==> config.mk <==
export PLATFORM = sky130hd
export DESIGN_NAME = aging_resource_pool
export DESIGN_NICKNAME = d
export VERILOG_FILES = /design/src/hw/rtl/arp_pkg.sv /design/src/hw/rtl/arp_ram.sv /design/src/hw/rtl/aging_resource_pool.sv
export SDC_FILE = /design/constraint.sdc
export NUM_CORES = 2
export LEC_CHECK = 0
export BUFFER_PORTS_ARGS = -buffer_cell sky130_fd_sc_hd__buf_2
export CAP_MARGIN = 10
export CORE_MARGIN = 2
export CORE_UTILIZATION = 60
export CTS_CLUSTER_DIAMETER = 60
export DETAILED_ROUTE_END_ITERATION = 16
export PLACE_DENSITY = 0.76
export SLEW_MARGIN = 20
export SYNTH_ARGS = -nofsm -noshare
export SYNTH_HDL_FRONTEND = slang
export SYNTH_SLANG_ARGS = --single-unit
==> constraint.sdc <==
create_clock -name clk -period 9 [get_ports clk]
set_input_delay 0 -clock clk [delete_from_list [all_inputs] [get_ports clk]]
set_output_delay 0 -clock clk [all_outputs]
set_load 0.03 [all_outputs]
==> src/hw/rtl/arp_pkg.sv <==
`timescale 1ns / 1ps
// ----------------------------------------------------------------------------
// arp_pkg
// command and status codes and stream field widths of the aging resource pool
// ----------------------------------------------------------------------------
package arp_pkg;

  // command codes (input tuser)
  localparam logic [1:0] CMD_ACQUIRE = 2'd0;
  localparam logic [1:0] CMD_RELEASE = 2'd1;
  localparam logic [1:0] CMD_BEGIN   = 2'd2;
  localparam logic [1:0] CMD_CLEAR   = 2'd3;

  // status codes (output tuser)
  localparam logic [1:0] ST_REUSED   = 2'd0;
  localparam logic [1:0] ST_APPENDED = 2'd1;
  localparam logic [1:0] ST_FULL     = 2'd2;
  localparam logic [1:0] ST_DONE     = 2'd3;

  // stream field widths
  localparam int unsigned KEY_FIELD_W   = 32;
  localparam int unsigned REL_FIELD_W   = 6;
  localparam int unsigned GRANT_FIELD_W = 6;
  localparam int unsigned REM_FIELD_W   = 7;
  localparam int unsigned LIMIT_W       = 8;
  localparam int unsigned IN_TDATA_W    = 40;
  localparam int unsigned OUT_TDATA_W   = 16;

  typedef logic [1:0] code_t;

endpackage

==> src/hw/rtl/arp_ram.sv <==
`timescale 1ns / 1ps
// ----------------------------------------------------------------------------
// arp_ram
// entry table storage: one write port, one read port, registered read data
// ----------------------------------------------------------------------------
module arp_ram #(
  parameter int unsigned DEPTH  = 64,
  parameter int unsigned ADDR_W = 6,
  parameter int unsigned DATA_W = 41
) (
  input  logic              clk,
  input  logic              wr_en,
  input  logic [ADDR_W-1:0] wr_addr,
  input  logic [DATA_W-1:0] wr_data,
  input  logic [ADDR_W-1:0] rd_addr,
  output logic [DATA_W-1:0] rd_data
);

  logic [DATA_W-1:0] mem_r [DEPTH];
  logic [DATA_W-1:0] rd_data_r;

  always_ff @(posedge clk) begin
    if (wr_en) begin
      mem_r[wr_addr] <= wr_data;
    end
    rd_data_r <= mem_r[rd_addr];
  end

  assign rd_data = rd_data_r;

endmodule

==> src/hw/rtl/aging_resource_pool.sv <==
`timescale 1ns / 1ps
// ----------------------------------------------------------------------------
// aging_resource_pool
// packed pool table with key reuse, append, release and age based retirement
// ----------------------------------------------------------------------------
// The pool keeps a packed table of entries (key, in-use mark, idle age) in
// one synchronous memory and handles one command at a time. Acquire walks the
// occupied entries one read per cycle looking for the lowest free entry with
// a matching key and appends when none matches and the table is not full.
// Begin frame walks every occupied entry once, ages it, drops the expired
// ones and compacts the survivors, marked free again, in place. Release is a
// read-modify-write of one entry (an out of range index is ignored) and
// clear resets the occupied count. The memory read port delivers one entry
// per cycle; a stalled result channel holds the pool in its done state.
// One result transfer comes back for every command transfer; a new command
// is accepted while the previous result still waits in the output register.
// The table memory needs no clearing after reset: only entries below the
// occupied count are ever used, and each of those was written by an append
// or by a compaction.
// ----------------------------------------------------------------------------
module aging_resource_pool #(
  parameter int unsigned POOL_ENTRIES = 64,
  parameter int unsigned KEY_BITS     = 32,
  parameter int unsigned AGE_BITS     = 8
) (
  input  logic                                clk,
  input  logic                                rst_n,
  // command channel
  input  logic                                in_tvalid,
  output logic                                in_tready,
  input  logic [arp_pkg::IN_TDATA_W-1:0]      in_tdata,  // descriptor_key[31:0], release_index[37:32]
  input  logic [1:0]                          in_tuser,  // command[1:0]
  // result channel
  output logic                                out_tvalid,
  input  logic                                out_tready,
  output logic [arp_pkg::OUT_TDATA_W-1:0]     out_tdata, // granted_index[5:0], removed_count[12:6]
  output logic [1:0]                          out_tuser, // status[1:0]
  // retire limit register
  input  logic                                cfg_wr_en,
  input  logic [arp_pkg::LIMIT_W-1:0]         cfg_wr_data
);

  import arp_pkg::*;

  localparam int unsigned IDX_W = $clog2(POOL_ENTRIES);
  localparam int unsigned CNT_W = $clog2(POOL_ENTRIES + 1);
  localparam int unsigned ENT_W = KEY_BITS + 1 + AGE_BITS;
  localparam int unsigned REL_CMP_W = (CNT_W > REL_FIELD_W) ? CNT_W : REL_FIELD_W;
  localparam int unsigned AGE_CMP_W = (AGE_BITS > LIMIT_W) ? AGE_BITS : LIMIT_W;
  localparam logic [CNT_W-1:0]    CNT_FULL = CNT_W'(POOL_ENTRIES);
  localparam logic [AGE_BITS-1:0] AGE_MAX  = {AGE_BITS{1'b1}};

  // sequencer states
  localparam logic [2:0] S_IDLE   = 3'd0;
  localparam logic [2:0] S_SCAN   = 3'd1;
  localparam logic [2:0] S_REL_RD = 3'd2;
  localparam logic [2:0] S_REL_WR = 3'd3;
  localparam logic [2:0] S_SWEEP  = 3'd4;
  localparam logic [2:0] S_DONE   = 3'd5;

  logic [2:0]          state_r, state_nxt;
  code_t               cmd_r, cmd_nxt;
  logic [KEY_BITS-1:0] key_r, key_nxt;
  logic [REL_FIELD_W-1:0] rel_r, rel_nxt;
  logic [CNT_W-1:0]    count_r, count_nxt;
  logic [CNT_W-1:0]    issue_r, issue_nxt;     // next entry to read
  logic                pend_r, pend_nxt;       // read data valid this cycle
  logic [IDX_W-1:0]    pidx_r, pidx_nxt;       // entry behind the read data
  logic [CNT_W-1:0]    dst_r, dst_nxt;         // compaction write pointer
  logic [CNT_W-1:0]    gone_r, gone_nxt;       // entries retired so far
  logic [IDX_W-1:0]    res_idx_r, res_idx_nxt;
  code_t               res_status_r, res_status_nxt;
  logic [CNT_W-1:0]    res_removed_r, res_removed_nxt;
  logic                out_tvalid_r, out_tvalid_nxt;
  logic [GRANT_FIELD_W-1:0] out_idx_r, out_idx_nxt;
  code_t               out_status_r, out_status_nxt;
  logic [REM_FIELD_W-1:0]   out_removed_r, out_removed_nxt;
  logic [LIMIT_W-1:0]  limit_r;

  // memory port
  logic                ram_we;
  logic [IDX_W-1:0]    ram_waddr;
  logic [ENT_W-1:0]    ram_wdata;
  logic [IDX_W-1:0]    ram_raddr;
  logic [ENT_W-1:0]    ram_rdata;

  // input field unpacking, key zero extended or cut to the table key width
  logic [KEY_BITS+KEY_FIELD_W-1:0] key_wide;
  logic [KEY_BITS-1:0]             in_key;
  logic [REL_FIELD_W-1:0]          in_rel;

  assign key_wide = {{KEY_BITS{1'b0}}, in_tdata[KEY_FIELD_W-1:0]};
  assign in_key   = key_wide[KEY_BITS-1:0];
  assign in_rel   = in_tdata[KEY_FIELD_W +: REL_FIELD_W];

  // read data fields: {key, busy, age}
  logic [KEY_BITS-1:0] rd_key;
  logic                rd_busy;
  logic [AGE_BITS-1:0] rd_age;
  logic [AGE_BITS-1:0] age_inc;
  logic                scan_hit;
  logic                age_expired;
  logic                rel_in_range;
  logic                in_xfer;

  assign rd_key  = ram_rdata[ENT_W-1 -: KEY_BITS];
  assign rd_busy = ram_rdata[AGE_BITS];
  assign rd_age  = ram_rdata[AGE_BITS-1:0];

  // saturating age step and retire test
  assign age_inc     = (rd_age == AGE_MAX) ? rd_age : rd_age + AGE_BITS'(1);
  assign age_expired = AGE_CMP_W'(age_inc) > AGE_CMP_W'(limit_r);
  assign scan_hit    = pend_r && !rd_busy && (rd_key == key_r);
  assign rel_in_range = REL_CMP_W'(rel_r) < REL_CMP_W'(count_r);

  assign in_tready = (state_r == S_IDLE);
  assign in_xfer   = in_tvalid && in_tready;

  arp_ram #(
    .DEPTH  (POOL_ENTRIES),
    .ADDR_W (IDX_W),
    .DATA_W (ENT_W)
  ) u_ram (
    .clk     (clk),
    .wr_en   (ram_we),
    .wr_addr (ram_waddr),
    .wr_data (ram_wdata),
    .rd_addr (ram_raddr),
    .rd_data (ram_rdata)
  );

  always_comb begin
    state_nxt       = state_r;
    cmd_nxt         = cmd_r;
    key_nxt         = key_r;
    rel_nxt         = rel_r;
    count_nxt       = count_r;
    issue_nxt       = issue_r;
    pend_nxt        = pend_r;
    pidx_nxt        = pidx_r;
    dst_nxt         = dst_r;
    gone_nxt        = gone_r;
    res_idx_nxt     = res_idx_r;
    res_status_nxt  = res_status_r;
    res_removed_nxt = res_removed_r;
    out_tvalid_nxt  = out_tvalid_r && !out_tready;
    out_idx_nxt     = out_idx_r;
    out_status_nxt  = out_status_r;
    out_removed_nxt = out_removed_r;
    ram_we          = 1'b0;
    ram_waddr       = pidx_r;
    ram_wdata       = {key_r, 1'b1, {AGE_BITS{1'b0}}};
    ram_raddr       = issue_r[IDX_W-1:0];

    unique case (state_r)
      S_IDLE: begin
        if (in_xfer) begin
          cmd_nxt   = in_tuser;
          key_nxt   = in_key;
          rel_nxt   = in_rel;
          issue_nxt = '0;
          pend_nxt  = 1'b0;
          dst_nxt   = '0;
          gone_nxt  = '0;
          unique case (in_tuser)
            CMD_ACQUIRE: state_nxt = S_SCAN;
            CMD_RELEASE: state_nxt = S_REL_RD;
            CMD_BEGIN:   state_nxt = S_SWEEP;
            CMD_CLEAR: begin
              res_idx_nxt     = '0;
              res_status_nxt  = ST_DONE;
              res_removed_nxt = count_r;
              count_nxt       = '0;
              state_nxt       = S_DONE;
            end
            default: state_nxt = S_IDLE;
          endcase
        end
      end

      // one read issued per cycle, compared in the cycle after
      S_SCAN: begin
        priority if (scan_hit) begin
          // lowest free match: mark in use, age back to zero
          ram_we          = 1'b1;
          ram_waddr       = pidx_r;
          ram_wdata       = {key_r, 1'b1, {AGE_BITS{1'b0}}};
          pend_nxt        = 1'b0;
          res_idx_nxt     = pidx_r;
          res_status_nxt  = ST_REUSED;
          res_removed_nxt = '0;
          state_nxt       = S_DONE;
        end else if (issue_r < count_r) begin
          ram_raddr = issue_r[IDX_W-1:0];
          pend_nxt  = 1'b1;
          pidx_nxt  = issue_r[IDX_W-1:0];
          issue_nxt = issue_r + CNT_W'(1);
        end else if (pend_r) begin
          // last compare missed, drain
          pend_nxt = 1'b0;
        end else begin
          res_removed_nxt = '0;
          state_nxt       = S_DONE;
          if (count_r < CNT_FULL) begin
            ram_we         = 1'b1;
            ram_waddr      = count_r[IDX_W-1:0];
            ram_wdata      = {key_r, 1'b1, {AGE_BITS{1'b0}}};
            count_nxt      = count_r + CNT_W'(1);
            res_idx_nxt    = count_r[IDX_W-1:0];
            res_status_nxt = ST_APPENDED;
          end else begin
            res_idx_nxt    = '0;
            res_status_nxt = ST_FULL;
          end
        end
      end

      S_REL_RD: begin
        ram_raddr       = IDX_W'(rel_r);
        res_idx_nxt     = '0;
        res_status_nxt  = ST_DONE;
        res_removed_nxt = '0;
        // out of range release is ignored
        state_nxt       = rel_in_range ? S_REL_WR : S_DONE;
      end

      S_REL_WR: begin
        ram_we    = 1'b1;
        ram_waddr = IDX_W'(rel_r);
        ram_wdata = {rd_key, 1'b0, rd_age};
        state_nxt = S_DONE;
      end

      // compaction writes stay at or below the entry being processed, so
      // they never land on an entry still to be read
      S_SWEEP: begin
        if (pend_r) begin
          if (age_expired) begin
            gone_nxt = gone_r + CNT_W'(1);
          end else begin
            ram_we    = 1'b1;
            ram_waddr = dst_r[IDX_W-1:0];
            ram_wdata = {rd_key, 1'b0, age_inc};
            dst_nxt   = dst_r + CNT_W'(1);
          end
        end
        if (issue_r < count_r) begin
          ram_raddr = issue_r[IDX_W-1:0];
          pend_nxt  = 1'b1;
          issue_nxt = issue_r + CNT_W'(1);
        end else begin
          pend_nxt = 1'b0;
          if (!pend_r) begin
            count_nxt       = dst_r;
            res_idx_nxt     = '0;
            res_status_nxt  = ST_DONE;
            res_removed_nxt = gone_r;
            state_nxt       = S_DONE;
          end
        end
      end

      // hand the result to the output register once it is free
      S_DONE: begin
        if (!out_tvalid_r || out_tready) begin
          out_tvalid_nxt  = 1'b1;
          out_idx_nxt     = GRANT_FIELD_W'(res_idx_r);
          out_status_nxt  = res_status_r;
          out_removed_nxt = REM_FIELD_W'(res_removed_r);
          state_nxt       = S_IDLE;
        end
      end

      default: state_nxt = S_IDLE;
    endcase
  end

  always_ff @(posedge clk) begin
    if (!rst_n) begin
      state_r      <= S_IDLE;
      count_r      <= '0;
      pend_r       <= 1'b0;
      out_tvalid_r <= 1'b0;
    end else begin
      state_r      <= state_nxt;
      count_r      <= count_nxt;
      pend_r       <= pend_nxt;
      out_tvalid_r <= out_tvalid_nxt;
    end
  end

  // retire limit register, reset value two frames
  always_ff @(posedge clk) begin
    if (!rst_n) begin
      limit_r <= LIMIT_W'(2);
    end else if (cfg_wr_en) begin
      limit_r <= cfg_wr_data;
    end
  end

  // working and payload registers
  always_ff @(posedge clk) begin
    cmd_r         <= cmd_nxt;
    key_r         <= key_nxt;
    rel_r         <= rel_nxt;
    issue_r       <= issue_nxt;
    pidx_r        <= pidx_nxt;
    dst_r         <= dst_nxt;
    gone_r        <= gone_nxt;
    res_idx_r     <= res_idx_nxt;
    res_status_r  <= res_status_nxt;
    res_removed_r <= res_removed_nxt;
    out_idx_r     <= out_idx_nxt;
    out_status_r  <= out_status_nxt;
    out_removed_r <= out_removed_nxt;
  end

  assign out_tvalid = out_tvalid_r;
  assign out_tdata  = {{(OUT_TDATA_W - GRANT_FIELD_W - REM_FIELD_W){1'b0}},
                       out_removed_r, out_idx_r};
  assign out_tuser  = out_status_r;

endmodule
Word level (Yosys, flattened, before mapping)
Memories as Yosys holds them, arrays and structs flattened. A register that Yosys moved wholly into a read port is not among the register bits.
Index checks and enable logic that the tools add are counted.
Operators by class
  $add $sub $neg: 5
  bitwise operators: 1
  order comparisons: 4
  muxes and demuxes: 80
  reductions and logical operators: 23
  equality and inequality tests: 24
Operators with widths (count)
  $mux W7: 22
  $mux W6: 15
  $mux W41: 2
  $pmux W41 S2: 1
  $pmux W7 S3: 2
  $eq A32 B32 Y1: 1
  $add A7 B1 Y7 const B: 4
  $pmux W7 S2: 2
  $pmux W7 S4: 1
  $pmux W6 S4: 1
  $ne A2 B2 Y1 const B: 10
  $mux W3: 6
  $pmux W3 S6: 1
  $pmux W6 S3: 1
  $mux W2: 8
  $mux W1: 13
  $pmux W3 S4: 1
  $reduce_and A9 Y1: 1
  $add A8 B1 Y8 const B: 1
  $eq A8 B8 Y1 const B: 1
  $gt A8 B8 Y1: 1
  $mux W8: 1
  $pmux W2 S4: 1
  $reduce_and A2 Y1: 4
  other kinds (23): 36
Storage, ports and cells
  output and inout bits: 20
  bits of input ports: 55
  word-level logic and storage cells: 155
  RAM bits: 2624
  register bits after elaboration: 115
  memories: 1
Memories
  u_ram.mem_r: depth 64, width 41, read ports 1, clocked after Yosys merged registers in 1, wr ports 1, line arp_ram.sv:19  | logic [DATA_W-1:0] mem_r [DEPTH];

Longest topological paths before layout
  word-level depth: 8
  depth in mapped cells: 17
  gate-level depth less buffers: 15

Modules after synthesis
From an unflattened synthesis, not the netlist that was laid out.
Second synthesis, totals
  cells, all modules: 4818
  area total of the unflattened synthesis: 107036.4 µm²
By module, submodules not included
  arp_ram: sequential area each 79616.4 µm², instances 1, cells an instance 4216, area each 100405.0 µm²
  aging_resource_pool: sequential area each 3253.1 µm², instances 1, cells an instance 602, area each 6631.4 µm²

Worst setup path after synthesis
OpenSTA, ideal clock, no wires.
  path type: flip-flop to flip-flop
  from: reg u_ram.rd_data_r[3], in the netlist u_ram.rd_data[3] (read register of u_ram.mem_r)
  to: mem u_ram.mem_r[43][0], enable pin
  path slack: 2.283 ns
  stages on the path, launching flop included: 16
  data required time: 8.510 ns
  setup time: 0.490 ns
  buffers on the path: 2
  data arrival time: 6.227 ns
  clock period less this slack: 6.717 ns
  cell sequence: dfxtp_1 -> clkbuf_1 -> nand4_1 -> nor2_1 -> nand2_1 -> mux2_2 -> ha_1 -> nor2b_1 -> o211ai_1 -> a211oi_2 -> o31ai_1 -> o21ai_1 -> a221o_1 -> or3_1 -> buf_2 -> nor3_1
On the way
  cells in the longest elaborated chain, start to end: 8
  elaborated cells on any way between the ends: 12
  classes of those cells: 1 x add/sub; 1 x order compare; 1 x eq/ne; 9 x mux
Ends and longest elaborated chain
  from (decl): line arp_ram.sv:20  | logic [DATA_W-1:0] rd_data_r;
  $add A8 B1 Y8 or $eq A8 B8 Y1 (tied branches): line aging_resource_pool.sv:111  | assign age_inc = (rd_age == AGE_MAX) ? rd_age : rd_age + AGE_BITS'(1);
  $mux W8 (*): line aging_resource_pool.sv:111
  $gt A8 B8 Y1 (*): line aging_resource_pool.sv:112  | assign age_expired = AGE_CMP_W'(age_inc) > AGE_CMP_W'(limit_r);
  $mux W1: line aging_resource_pool.sv:238  | if (age_expired) begin
  $mux W1: line aging_resource_pool.sv:237  | if (pend_r) begin
  $pmux W1 S3: line aging_resource_pool.sv:155  | unique case (state_r)
  $mux W1: line arp_ram.sv:23  | if (wr_en) begin
  $mux W1 (implied by the code): line arp_ram.sv:24  | mem_r[wr_addr] <= wr_data;
  to (decl): line arp_ram.sv:19
Every way passes the cells marked *; elsewhere a longest branch is shown, timed or not.

Final worst setup path
  from: reg u_ram.rd_data_r[0], in the netlist u_ram.rd_data[0] (read register of u_ram.mem_r)
  to: mem u_ram.mem_r[4][16], enable pin
The elaborated chain is that of the path after synthesis.

==> run summary <==
The H-tree level count is 5. The maximum achievable frequency came out at 0.142 GHz. In the synthesized netlist the dominant register cell turns out to be sky130_fd_sc_hd__edfxtp_1. The cell total after placement came out at between 8,000 and 9,000. The post-route cell area is 0.121 sq mm. The global placer's final weighted congestion came out at 0.907. The post-detailed-placement half-perimeter wirelength is approximately 150,000 microns. The top cell types in the final layout, fill and taps aside, are sky130_fd_sc_hd__edfxtp_1 (2,719), sky130_fd_sc_hd__nand2_1 (893), sky130_fd_sc_hd__mux4_2 (441). The total negative slack is 0 ns.

The minimum setup slack among reg-to-reg paths came out at around 2.0 ns. The final hold violation count is 0. The flip-flop and latch count after synthesis came out at roughly 2,800.

The pin count of the biggest net entering global routing came out at between 100 and 150. The number of global-route vias before repair came out at about 59,000. The net count of the finished layout is ~6,300. The sequential area share after synthesis is 77.4%.

The number of cells on the worst reg-to-reg path is 16. The number of rows created at floorplan is 155. The total of max-cap violations is 0. In the final layout, the share of cells above drive strength 1 is between 10% and 20%.

The wire length reported by the detailed router is a little under 300,000 microns. The number of buffers added to fix hold violations after cts is approximately 120. Data arrives at the worst endpoint at approximately 7.6 ns.

The post-route clock period utilization is 78.2%. Across all layers, the routed design uses roughly 60,000 vias. The number of warnings printed during yosys synthesis came out at 0.

The die footprint came out at around 0.18 sq mm. On the final layout, the worst clock skew is around 0.064 ns. The number of detailed-route iterations in the first pass is 6. The number of gates resized after cts came out at 0.

The first global-routing pass estimated 414,000 microns of wire. The actual transition at the worst max-transition pin is between 1 and 1.5 ns. The number of antenna violations at the first check in global routing is 17. The final antenna-violating net count is 0. The worst-case hold slack came out at 0.0811 ns. The initial utilization of the core area, before any placement, comes to roughly 60%.

The synthesized netlist contains 63 unique library cells. The mean instance size in the synthesized netlist is around 18 sq um. The worst setup path is captured at a flip-flop.

The number of enable-type register cells in the synthesized netlist is about 2,700. Setup violations remaining at the end of the flow were counted as 0. The clock net in this run drives a total of roughly 2,800 sinks. The worst register-to-register path begins at u_ram.rd_data[0]$_DFF_P_. The DRC violation count after routing is 0. During placement, the flow inserted port buffers numbering 69. From left edge to right edge, the die measures ~430 microns. The die outline height is about 430 microns.

Before CTS, the worst setup slack after placement is about 2.2 ns. The peak supply drop came out at between 0.0002 and 0.0003 V. The cell area reported after detailed placement came out at 0.111 sq mm. The cell area after synthesis came out at between 0.1 and 0.15 sq mm. The root cell of the clock tree is sky130_fd_sc_hd__clkbuf_16. In this run the worst path has a maximum fanout of 21. The detailed router's first-iteration violation count is 10,600. Across every metal layer, demand over resource in global routing totals approximately a third.

The area added between synthesis and finish came out at 13.1%. The run finished with clean final reports. The average wire per standard cell came out at between 30 and 40 microns. The clock period minus final worst setup slack is 7.04 ns.

The final worst slack is a little under 2 ns. For this run, the number of standard cells in the final layout without fillers is around 9,000. The path class of the tightest hold or removal check is input port to flip-flop. The number of max-slew violations in the final report came to 0.

The core region is around 0.18 sq mm. For the worst-skew pair, the clock arrives at the later sink with an insertion delay of between 0.9 and 1 ns. The CTS buffer count came out at 286.

The total overflow reported by the global router is 0. The library cell used most frequently in the layout, excluding fill and tap cells, is sky130_fd_sc_hd__edfxtp_1. The number of buffers on the longest clock path is 4. The async set or reset register ratio after synthesis is 0%. The startpoint type of the worst setup path is a flip-flop.

The completed layout was analyzed and its total power is between 30 and 40 mW. The normalized max-slew margin came out at approximately a fifth. The startpoint of the worst hold path is in_tvalid.

The critical path in this run is classified as flip-flop to flip-flop. The clock input transition at the sequential cells of the worst setup and hold paths came out at 0.06 ns. The reg-to-reg critical path endpoint is u_ram.mem_r[4][16]$_DFFE_PP_. TritonCTS built the clock tree. The ratio of total power to cell area is just under 300 mW/mm^2. Counting every instance in the synthesized netlist gives approximately 6,000. The via count normalized by instance count came out at 6.91. The count of cells along the worst hold path is 5. The final cell utilization of the core is between 60% and 70%. At the worst endpoint, the required time is ~9.6 ns. Setup repair after global routing left no endpoint under its margin. The number of setup buffers added after CTS came out at 0.

In this run the static leakage power is 38.6 nW. The worst hold path endpoint is state_r[1]$_SDFFE_PN0P_. 75 I/O pins were placed.
## synthesized netlist by cell type, types with 30 or more instances
cell | number | area [sq um]
sky130_fd_sc_hd__a21oi_1 | 68 | 340
sky130_fd_sc_hd__a22oi_1 | 155 | 1160
sky130_fd_sc_hd__a31oi_1 | 47 | 294
sky130_fd_sc_hd__a32oi_1 | 49 | 429
sky130_fd_sc_hd__and3_1 | 30 | 188
sky130_fd_sc_hd__buf_1 | 43 | 161
sky130_fd_sc_hd__buf_2 | 137 | 686
sky130_fd_sc_hd__clkbuf_1 | 131 | 492
sky130_fd_sc_hd__dfxtp_1 | 61 | 1220
sky130_fd_sc_hd__edfxtp_1 | 2719 | 81600
sky130_fd_sc_hd__mux2_2 | 39 | 439
sky130_fd_sc_hd__mux2i_1 | 73 | 731
sky130_fd_sc_hd__mux4_2 | 441 | 9930
sky130_fd_sc_hd__nand2_1 | 894 | 3360
sky130_fd_sc_hd__nand3_1 | 323 | 1620
sky130_fd_sc_hd__nand4_1 | 70 | 438
sky130_fd_sc_hd__nor2_1 | 150 | 563
sky130_fd_sc_hd__nor3_1 | 54 | 270
sky130_fd_sc_hd__o2111ai_1 | 74 | 648
sky130_fd_sc_hd__xor2_1 | 42 | 368
## final cells by class
cell class | instances | area [sq um]
clock buffers | 383 | 7870
fillers | 10600 | 56700
multi-input cells | 2740 | 23400
diodes | 2 | 5.00
repair buffers | 360 | 3040
clock inverters | 109 | 950
inverters | 21 | 78.8
flip-flops and latches | 2780 | 82900
well taps | 2355 | 2950
## cells by family (layout without fill, tap and decap cells)
logic type | Yosys count | count (layout) | share of synthesized area, %
flip-flops | 2780 | 2780 | 77.4
AND/OR/NAND/NOR | 1586 | 1586 | 6.42
multiplexers | 553 | 553 | 10.4
AO/OA/AOI/OAI | 520 | 520 | 3.62
buffers and inverters | 351 | 873 | 1.46
XOR/XNOR | 51 | 51 | 0.417
adder cells (fa/ha/maj) | 27 | 27 | 0.315
other | 1 | 5 | 0.00350
## worst max-delay path, stage by stage (launching register included)
cell and delay (ns):
sky130_fd_sc_hd__dfxtp_1 0.37, sky130_fd_sc_hd__ha_1 0.25, sky130_fd_sc_hd__nand2_1 0.13, sky130_fd_sc_hd__nor2_1 0.07, sky130_fd_sc_hd__a21oi_1 0.32, sky130_fd_sc_hd__nand3_1 0.15, sky130_fd_sc_hd__xnor2_1 0.27, sky130_fd_sc_hd__ha_1 0.31
sky130_fd_sc_hd__nand4_1 0.14, sky130_fd_sc_hd__nor2_1 0.09, sky130_fd_sc_hd__a21oi_1 0.48, sky130_fd_sc_hd__or3_1 0.51, sky130_fd_sc_hd__o21ai_0 0.24, sky130_fd_sc_hd__o211ai_1 0.51, sky130_fd_sc_hd__nand3_1 1.09, sky130_fd_sc_hd__nor2_4 1.13
sky130_fd_sc_hd__buf_4 0.53
## power by group
group	internal (mW)	switching [mW]	total, mW
Clock	6.58	4.78	11.4
Sequential	15.1	0.275	15.3
Combinational	3.03	6.38	9.40
Total	24.7	11.4	36.1
## how the worst max path moves through the flow
stage / endpoint / cells after the start / start / slack (ns)
floorplan: u_ram.mem_r[43][0]$_DFFE_PP_ / 15 / u_ram.rd_data[3]$_DFF_P_ / 2.28
global placement: u_ram.mem_r[13][40]$_DFFE_PP_ / 15 / u_ram.rd_data[0]$_DFF_P_ / 2.36
detailed placement: u_ram.mem_r[13][40]$_DFFE_PP_ / 16 / u_ram.rd_data[0]$_DFF_P_ / 2.18
CTS: u_ram.mem_r[13][40]$_DFFE_PP_ / 16 / u_ram.rd_data[0]$_DFF_P_ / 2.21
global route: u_ram.mem_r[5][16]$_DFFE_PP_ / 16 / u_ram.rd_data[0]$_DFF_P_ / 1.76
finish: u_ram.mem_r[4][16]$_DFFE_PP_ / 16 / u_ram.rd_data[0]$_DFF_P_ / 1.96
## registers in the layout (all words and copies together) (netlist names)
name and count:
u_ram.mem_r 2624, u_ram.rd_data 41, key_r 32, limit_r 8, count_r 7, dst_r 7
gone_r 7, issue_r 7, out_removed_r 7, res_removed_r 7, out_idx_r 6, pidx_r 6
rel_r 6, res_idx_r 6, state_r 3, out_tuser 2, res_status_r 2, out_tvalid 1
pend_r 1
## per-layer routing
layer / part of all wire [%] / up-vias / GRT usage (%)
li1: - / 24100 / -
met1: 34 / 30800 / 43.8
met2: 47 / 4858 / 49.9
met3: 13 / 758 / 8.28
met4: 4.8 / 10 / 14.2
met5: 0.021 / - / 0
Power figures use the tool's default switching activity.
